`src/rtl/icv_pkg.sv`:
```
// package: shared types, constants and crc byte fold for the image crc check
`timescale 1ns / 1ps

package icv_pkg;

    localparam int unsigned CRC_W  = 32;
    localparam int unsigned DATA_W = 16;
    localparam int unsigned BYTE_W = 8;

    localparam logic [CRC_W-1:0] CRC_INIT = 32'hFFFF_FFFF;
    localparam logic [CRC_W-1:0] CRC_POLY = 32'hEDB8_8320;

    typedef struct packed {
        logic [DATA_W-1:0] data_word;
        logic              last_word;
    } t_word;

    typedef struct packed {
        logic [CRC_W-1:0] crc_value;
        logic             verify_ok;
    } t_result;

    // reflected crc-32, one byte, eight bit steps
    function automatic logic [CRC_W-1:0] fold_byte(
        input logic [CRC_W-1:0]  crc_in,
        input logic [BYTE_W-1:0] byte_in
    );
        logic [CRC_W-1:0] crc;
        crc = crc_in ^ {{(CRC_W-BYTE_W){1'b0}}, byte_in};
        for (int k = 0; k < BYTE_W; k++) begin
            if (crc[0]) begin
                crc = (crc >> 1) ^ CRC_POLY;
            end else begin
                crc = crc >> 1;
            end
        end
        return crc;
    endfunction

endpackage

```
`src/rtl/icv_if.sv`:
```
// interfaces: input word channel and result channel
`timescale 1ns / 1ps

interface icv_in_if;
    logic        valid;
    logic        ready;
    logic [15:0] data_word;
    logic        last_word;

    modport source (output valid, output data_word, output last_word, input ready);
    modport sink   (input valid, input data_word, input last_word, output ready);
endinterface

interface icv_out_if;
    logic        valid;
    logic        ready;
    logic [31:0] crc_value;
    logic        verify_ok;

    modport source (output valid, output crc_value, output verify_ok, input ready);
    modport sink   (input valid, input crc_value, input verify_ok, output ready);
endinterface

```
`src/rtl/icv_in_stage.sv`:
```
// input register stage for image words
`timescale 1ns / 1ps

module icv_in_stage (
    input  logic          i_clk,
    input  logic          i_rst_n,
    input  logic          i_valid,
    output logic          o_ready,
    input  icv_pkg::t_word i_word,
    output logic          o_valid,
    output icv_pkg::t_word o_word,
    input  logic          i_take
);

    logic           r_valid;
    logic           n_valid;
    icv_pkg::t_word r_word;

    assign o_ready = !r_valid || i_take;
    assign n_valid = o_ready ? i_valid : r_valid;

    always_ff @(posedge i_clk) begin
        if (!i_rst_n) begin
            r_valid <= 1'b0;
        end else begin
            r_valid <= n_valid;
        end
    end

    always_ff @(posedge i_clk) begin
        if (i_valid && o_ready) begin
            r_word <= i_word;
        end
    end

    assign o_valid = r_valid;
    assign o_word  = r_word;

endmodule

```
`src/rtl/icv_crc_core.sv`:
```
// crc accumulator, final compare and result register
`timescale 1ns / 1ps

module icv_crc_core (
    input  logic                          i_clk,
    input  logic                          i_rst_n,
    input  logic                          i_valid,
    input  icv_pkg::t_word                i_word,
    output logic                          o_take,
    input  logic [icv_pkg::CRC_W-1:0]     i_expected,
    output logic                          o_res_valid,
    input  logic                          i_res_ready,
    output icv_pkg::t_result              o_res
);

    logic [icv_pkg::CRC_W-1:0] r_crc;
    logic [icv_pkg::CRC_W-1:0] n_crc;
    logic [icv_pkg::CRC_W-1:0] crc_lo;
    logic [icv_pkg::CRC_W-1:0] crc_mid;
    logic [icv_pkg::CRC_W-1:0] crc_fin;
    logic                      out_free;
    logic                      fin_take;
    logic                      r_res_valid;
    logic                      n_res_valid;
    icv_pkg::t_result          r_res;

    assign out_free = !r_res_valid || i_res_ready;
    assign o_take   = i_valid && (!i_word.last_word || out_free);
    assign fin_take = o_take && i_word.last_word;

    // low byte first, then high byte
    assign crc_lo  = icv_pkg::fold_byte(r_crc, i_word.data_word[7:0]);
    assign crc_mid = icv_pkg::fold_byte(crc_lo, i_word.data_word[15:8]);
    assign crc_fin = ~crc_mid;

    always_comb begin
        n_crc = r_crc;
        if (o_take) begin
            n_crc = i_word.last_word ? icv_pkg::CRC_INIT : crc_mid;
        end
    end

    always_comb begin
        n_res_valid = r_res_valid;
        if (fin_take) begin
            n_res_valid = 1'b1;
        end else if (i_res_ready) begin
            n_res_valid = 1'b0;
        end
    end

    always_ff @(posedge i_clk) begin
        if (!i_rst_n) begin
            r_crc       <= icv_pkg::CRC_INIT;
            r_res_valid <= 1'b0;
        end else begin
            r_crc       <= n_crc;
            r_res_valid <= n_res_valid;
        end
    end

    always_ff @(posedge i_clk) begin
        if (fin_take) begin
            r_res.crc_value <= crc_fin;
            r_res.verify_ok <= (crc_fin == i_expected);
        end
    end

    assign o_res_valid = r_res_valid;
    assign o_res       = r_res;

endmodule

```
`src/rtl/image_crc32_verify.sv`:
```
// top level: streaming crc-32 check of a 16-bit word image
//
//   channel   dir   handshake      payload
//   i_in      in    valid/ready    data_word[15:0], last_word
//   o_out     out   valid/ready    crc_value[31:0], verify_ok
//   cfg       in    i_cfg_we       i_cfg_wdata[31:0] (expected crc)
//
// one word per cycle unless stalled; input stage and result are registered
// the throughput is set by the single crc accumulator update per cycle
// synchronous active-low reset sets the crc to all ones and expected crc to 0
// a result waiting in the output register stalls only a word marked last
`timescale 1ns / 1ps

module image_crc32_verify (
    input  logic               i_clk,
    input  logic               i_rst_n,
    icv_in_if.sink             i_in,
    icv_out_if.source          o_out,
    input  logic               i_cfg_we,
    input  logic [31:0]        i_cfg_wdata
);

    logic [icv_pkg::CRC_W-1:0] r_expected;
    icv_pkg::t_word            in_word;
    icv_pkg::t_word            stg_word;
    logic                      stg_valid;
    logic                      stg_take;
    icv_pkg::t_result          res;
    logic                      res_valid;

    always_ff @(posedge i_clk) begin
        if (!i_rst_n) begin
            r_expected <= '0;
        end else if (i_cfg_we) begin
            r_expected <= i_cfg_wdata;
        end
    end

    assign in_word.data_word = i_in.data_word;
    assign in_word.last_word = i_in.last_word;

    icv_in_stage u_in_stage (
        .i_clk   (i_clk),
        .i_rst_n (i_rst_n),
        .i_valid (i_in.valid),
        .o_ready (i_in.ready),
        .i_word  (in_word),
        .o_valid (stg_valid),
        .o_word  (stg_word),
        .i_take  (stg_take)
    );

    icv_crc_core u_crc_core (
        .i_clk       (i_clk),
        .i_rst_n     (i_rst_n),
        .i_valid     (stg_valid),
        .i_word      (stg_word),
        .o_take      (stg_take),
        .i_expected  (r_expected),
        .o_res_valid (res_valid),
        .i_res_ready (o_out.ready),
        .o_res       (res)
    );

    assign o_out.valid     = res_valid;
    assign o_out.crc_value = res.crc_value;
    assign o_out.verify_ok = res.verify_ok;

endmodule

```
`src/flat_wrapper.sv`:
```
// flat-port wrapper written by rule: the top's interface ports become plain ports
module image_crc32_verify_flat 
  (i_clk, i_rst_n, i_cfg_we, i_cfg_wdata, i_in_valid, i_in_data_word, i_in_last_word, i_in_ready, o_out_valid, o_out_crc_value, o_out_verify_ok, o_out_ready);
  icv_in_if i_in_i ();
  icv_out_if o_out_i ();
  input  logic i_clk;
  input  logic i_rst_n;
  input  logic i_cfg_we;
  input  logic [31:0] i_cfg_wdata;
  input wire logic [$bits(i_in_i.valid)-1:0] i_in_valid;
  input wire logic [$bits(i_in_i.data_word)-1:0] i_in_data_word;
  input wire logic [$bits(i_in_i.last_word)-1:0] i_in_last_word;
  output wire logic [$bits(i_in_i.ready)-1:0] i_in_ready;
  output wire logic [$bits(o_out_i.valid)-1:0] o_out_valid;
  output wire logic [$bits(o_out_i.crc_value)-1:0] o_out_crc_value;
  output wire logic [$bits(o_out_i.verify_ok)-1:0] o_out_verify_ok;
  input wire logic [$bits(o_out_i.ready)-1:0] o_out_ready;
  assign i_in_i.valid = i_in_valid;
  assign i_in_i.data_word = i_in_data_word;
  assign i_in_i.last_word = i_in_last_word;
  assign i_in_ready = i_in_i.ready;
  assign o_out_valid = o_out_i.valid;
  assign o_out_crc_value = o_out_i.crc_value;
  assign o_out_verify_ok = o_out_i.verify_ok;
  assign o_out_i.ready = o_out_ready;
  image_crc32_verify u_core (.i_clk(i_clk), .i_rst_n(i_rst_n), .i_in(i_in_i), .o_out(o_out_i), .i_cfg_we(i_cfg_we), .i_cfg_wdata(i_cfg_wdata));
endmodule
```
`config.mk`:
```
export PLATFORM = sky130hd
export DESIGN_NAME = image_crc32_verify_flat
export DESIGN_NICKNAME = d
export VERILOG_FILES = /design/src/rtl/icv_pkg.sv /design/src/rtl/icv_if.sv /design/src/rtl/icv_in_stage.sv /design/src/rtl/icv_crc_core.sv /design/src/rtl/image_crc32_verify.sv /design/src/flat_wrapper.sv
export SDC_FILE = /design/constraint.sdc
export NUM_CORES = 1
export LEC_CHECK = 0
export ABC_AREA = 1
export BUFFER_PORTS_ARGS = -buffer_cell sky130_fd_sc_hd__buf_2
export CORE_MARGIN = 5
export CORE_UTILIZATION = 60
export CTS_BUF_LIST = sky130_fd_sc_hd__clkbuf_8
export CTS_CLUSTER_DIAMETER = 200
export DETAILED_ROUTE_END_ITERATION = 10
export PLACE_DENSITY = 0.82
export SLEW_MARGIN = 20
export SYNTH_ARGS = -nofsm -noshare
export SYNTH_HDL_FRONTEND = slang
export SYNTH_HIERARCHICAL = 1
export SYNTH_SLANG_ARGS = --single-unit
```
`constraint.sdc`:
```
create_clock -name i_clk -period 2.8 [get_ports i_clk]
set_input_delay 0.42 -clock i_clk [delete_from_list [all_inputs] [get_ports i_clk]]
set_output_delay 0.42 -clock i_clk [all_outputs]
set_load 0.1 [all_outputs]
```
==> flow_summary.yaml <==
status:
  status: "completed"
floorplanning:
  dieArea_um2: 15000
  num_io_pins: 89
  die_h_um: 122
  die_width_um: 122
  rows: 41
  coreArea_um2: 12500
  start_util_pct: 60.6
sta:
  fmax_ghz: 0.379
  finalSetupViolCount: 0
  timing.slew.headroom_pct: 58.2
  tns_ns: 0
  finalHoldViolations: 0
  fin_ws_ns: 0.161
  post-route-period-util_pct: 94.3
  fin_crit_ns: 2.64
  drv_slew: 0
  skew_ns: 0.0122
  worst_pin_slew_ns: 0.626
  timing.hold.ws_ns: 0.144
worst_setup_path:
  critPathLaunchType: "flop"
  worst_ep_arrival_time_ns: 2.95
  worstPathRequired_ns: 3.11
  crit_type: "flop to flop"
  crit_path_end_kind: "flop"
  crit_fanout: 10
route:
  vias: 7657
  via_per_inst: 5.19
  drc: 0
  drt_iter0_drc: 702
  ant_nets: 0
  routed_wl_mm: 22.7
  first_pass_iters: 5
  wl_per_cell_um: 15.4
yosys:
  yosys_warnings: 6
  synth_cells: 1177
  synth_top_family_by_area: "simple AND/OR/NAND/NOR gates"
  synth_top_area_cell: "nand2_1"
  yosys.area_share.simple_pct: 45.7
  netlist_area_um2: 7580
  synthMuxAreaShare_pct: 0
  yosys.area_share.xor_xnor_pct: 2.61
  syn_nets: 1231
  synth_adder_area_share_pct: 0
  ys_ff_latch: 116
  yosysSeqAreaShare_pct: 37.2
  synth_area_leaders: "nand2_1 26%, edfxtp_1 20%, dfxtp_1 17%, nand3_1 7.3%, inv_1 6.3%"
  synth_cell_types: 28
  syn_avg_cell_area_um2: 6.44
  synth_compound_area_share_pct: 4.70
  synth_top_area_share_pct: 25.8
placed_design:
  place_congestion: 0.989
  dpl_worst_slack_ns: 0.164
  dp_hpwl_mm: 17.7
  port_buffers: 88
  dp.cells: 1438
grt:
  grt_max_degree: 65
  gr-usage-met3_pct: 5.07
  grt_overflow_total: 0
  grt_pass1_vias: 6561
  grt_pass1_wl_mm: 34.5
  met2_usage_pct: 48.2
  use_met1_pct: 42.4
  grt_use_total_pct: 30.7
  busiest_layer: "met2"
  antenna_found_initial: 0
pwr:
  combPwrFrac_pct: 52.9
  p_per_area_nw_per_um2: 873
  share_seq_of_total_power_pct: 28.3
  p_leak_nw: 4.83
  total_power_mw: 7.64
  p_int_mw: 3.91
  peakVddDrop_mv: 0.505
  clkPwrFrac_pct: 18.8
  p_sw_share_pct: 48.8
  p_sw_mw: 3.73
cts:
  clock_latency_ns: 0.45
  cts_tree: "yes"
  clockBufferDepth: 2
  cts-hold-fix-buffers: 0
  ctsRootBufferMaster: "clkbuf_8"
  cts_buffers: 17
  clk_pin_slew_ns: 0.07
  htree_num_levels: 4
  clock_sinks: 116
layout:
  area_delta_synth_final_pct: 15.4
  fin_cells: 1475
  nFillCells: 1164
  drive_above_1_share_pct: 19.4
  diodes: 0
  nets: 1344
job:
  maxCapViolCount: 0
min_path:
  hold_path_class: "input pin to flop"
[cells in the mapped netlist]
library cell,count
inv_4,2
nand3_1,110
nand3_2,5
inv_1,128
o21ai_0,33
xnor3_1,1
buf_4,2
nor2_4,1
nand2_2,45
nand2_4,15
nor2_1,83
inv_2,17
nand2b_1,1
xnor2_1,7
nand4_1,6
a21oi_1,35
nand3_4,1
o21bai_1,1
buf_6,10
xor2_1,13
a21oi_2,1
dfxtp_1,66
edfxtp_1,50
nand3b_1,9
nor2_2,1
clkbuf_1,10
buf_2,4
nand2_1,520
[per-stage QoR]
step | utilization (%) | instance area [um2]
final | 69.9 | 8750
after detailed placement | 66.2 | 8280
after global placement | 66.2 | 8280
after floorplan | - | 7580
after CTS | 69.2 | 8660
after global routing | 69.9 | 8750
[kinds of logic after synthesis]
kind of cell / count (synthesis)
xor+xnor: 21
simple gates: 797
buf+inv: 173
compound gates: 70
flops: 116
[cell usage in the layout, fill, tap and decap left out, drive strengths merged, types with 3 or more instances in the layout]
cell	netlist	routed
nand2	580	580
edfxtp	50	50
inv	147	151
a21oi	36	36
o21ai	33	33
nand3	116	116
nor2	85	85
xor2	13	13
clkbuf	10	19
clkinv	0	5
xnor2	7	7
nand3b	9	9
clkinvlp	0	3
buf	16	120
nand4	6	6
dfxtp	66	66
[critical path: stages, from the launching register on]
cell	delay, ns
edfxtp_1	0.42
buf_4	0.16
nand2_2	0.07
nand2_4	0.09
nand2_4	0.09
nand2_2	0.08
nand2_4	0.10
nand2_4	0.11
inv_2	0.15
nand3_1	0.14
nand2_4	0.18
nand2_1	0.19
nand2_1	0.11
nand2_1	0.08
nand2_2	0.09
nand2_1	0.05
nand2_1	0.07
nand2_1	0.05
nor2_1	0.08
nand3_1	0.09
nor2_2	0.10
[flip-flops by register name (all words and copies together) (netlist names)]
name                           flops
u_core/u_in_stage/o_valid          1
u_core/u_in_stage/o_word          17
u_core/u_crc_core/r_crc           32
u_core/u_crc_core/o_res_valid      1
u_core/u_crc_core/o_res           33
u_core/r_expected                 32
[path summary, 6_finish.rpt]
| kind | start | end | slack [ns] | cells after the start |
|---|---|---|---|---|
| worst max-delay path | u_core/u_in_stage/o_word[4] | u_core/u_crc_core/o_res[0] | 0.16 | 20 |
| worst min-delay path | i_in_data_word[11] | u_core/u_in_stage/o_word[12] | 0.14 | 1 |
| worst max register to register | u_core/u_in_stage/o_word[4] | u_core/u_crc_core/o_res[0] | 0.16 | 20 |
| worst min register to register | u_core/r_expected[15] | u_core/r_expected[15] | 0.48 | 2 |
[layout make-up]
class / instances / area [um2] / share of cell area, %
clock inverter: 13 / 110 / 1.26
timing repair buffer: 120 / 713 / 8.15
inverter: 147 / 559 / 6.39
sequential: 116 / 2830 / 32.3
clock buffer: 19 / 262 / 2.99
multi-input combinational: 888 / 4060 / 46.4
tap: 172 / 215 / 2.46
[metal layers]
layer / share of wire, % / vias up
met5: 0 / -
met4: 3.0 / 0
met3: 8.3 / 37
met2: 45 / 302
met1: 44 / 3439
li1: - / 3879
[power by group through the flow]
stage                     Sequential (mW)  Combinational [mW]  Clock, mW
final                                2.16                4.04       1.43
after global routing                 2.18                4.39       1.54
after CTS                            2.16                3.90       1.47
after detailed placement             2.20                3.87          0
after global placement               2.19                3.84          0
after floorplan                      2.61                2.36          0
[timing repair]
item	in CTS	in global routing
setup endpoints to repair	0	1
endpoints found under the hold margin	0	0
resized for setup	0	19
setup buffers	0	5
No activity file was read; power rests on OpenSTA's default activity.
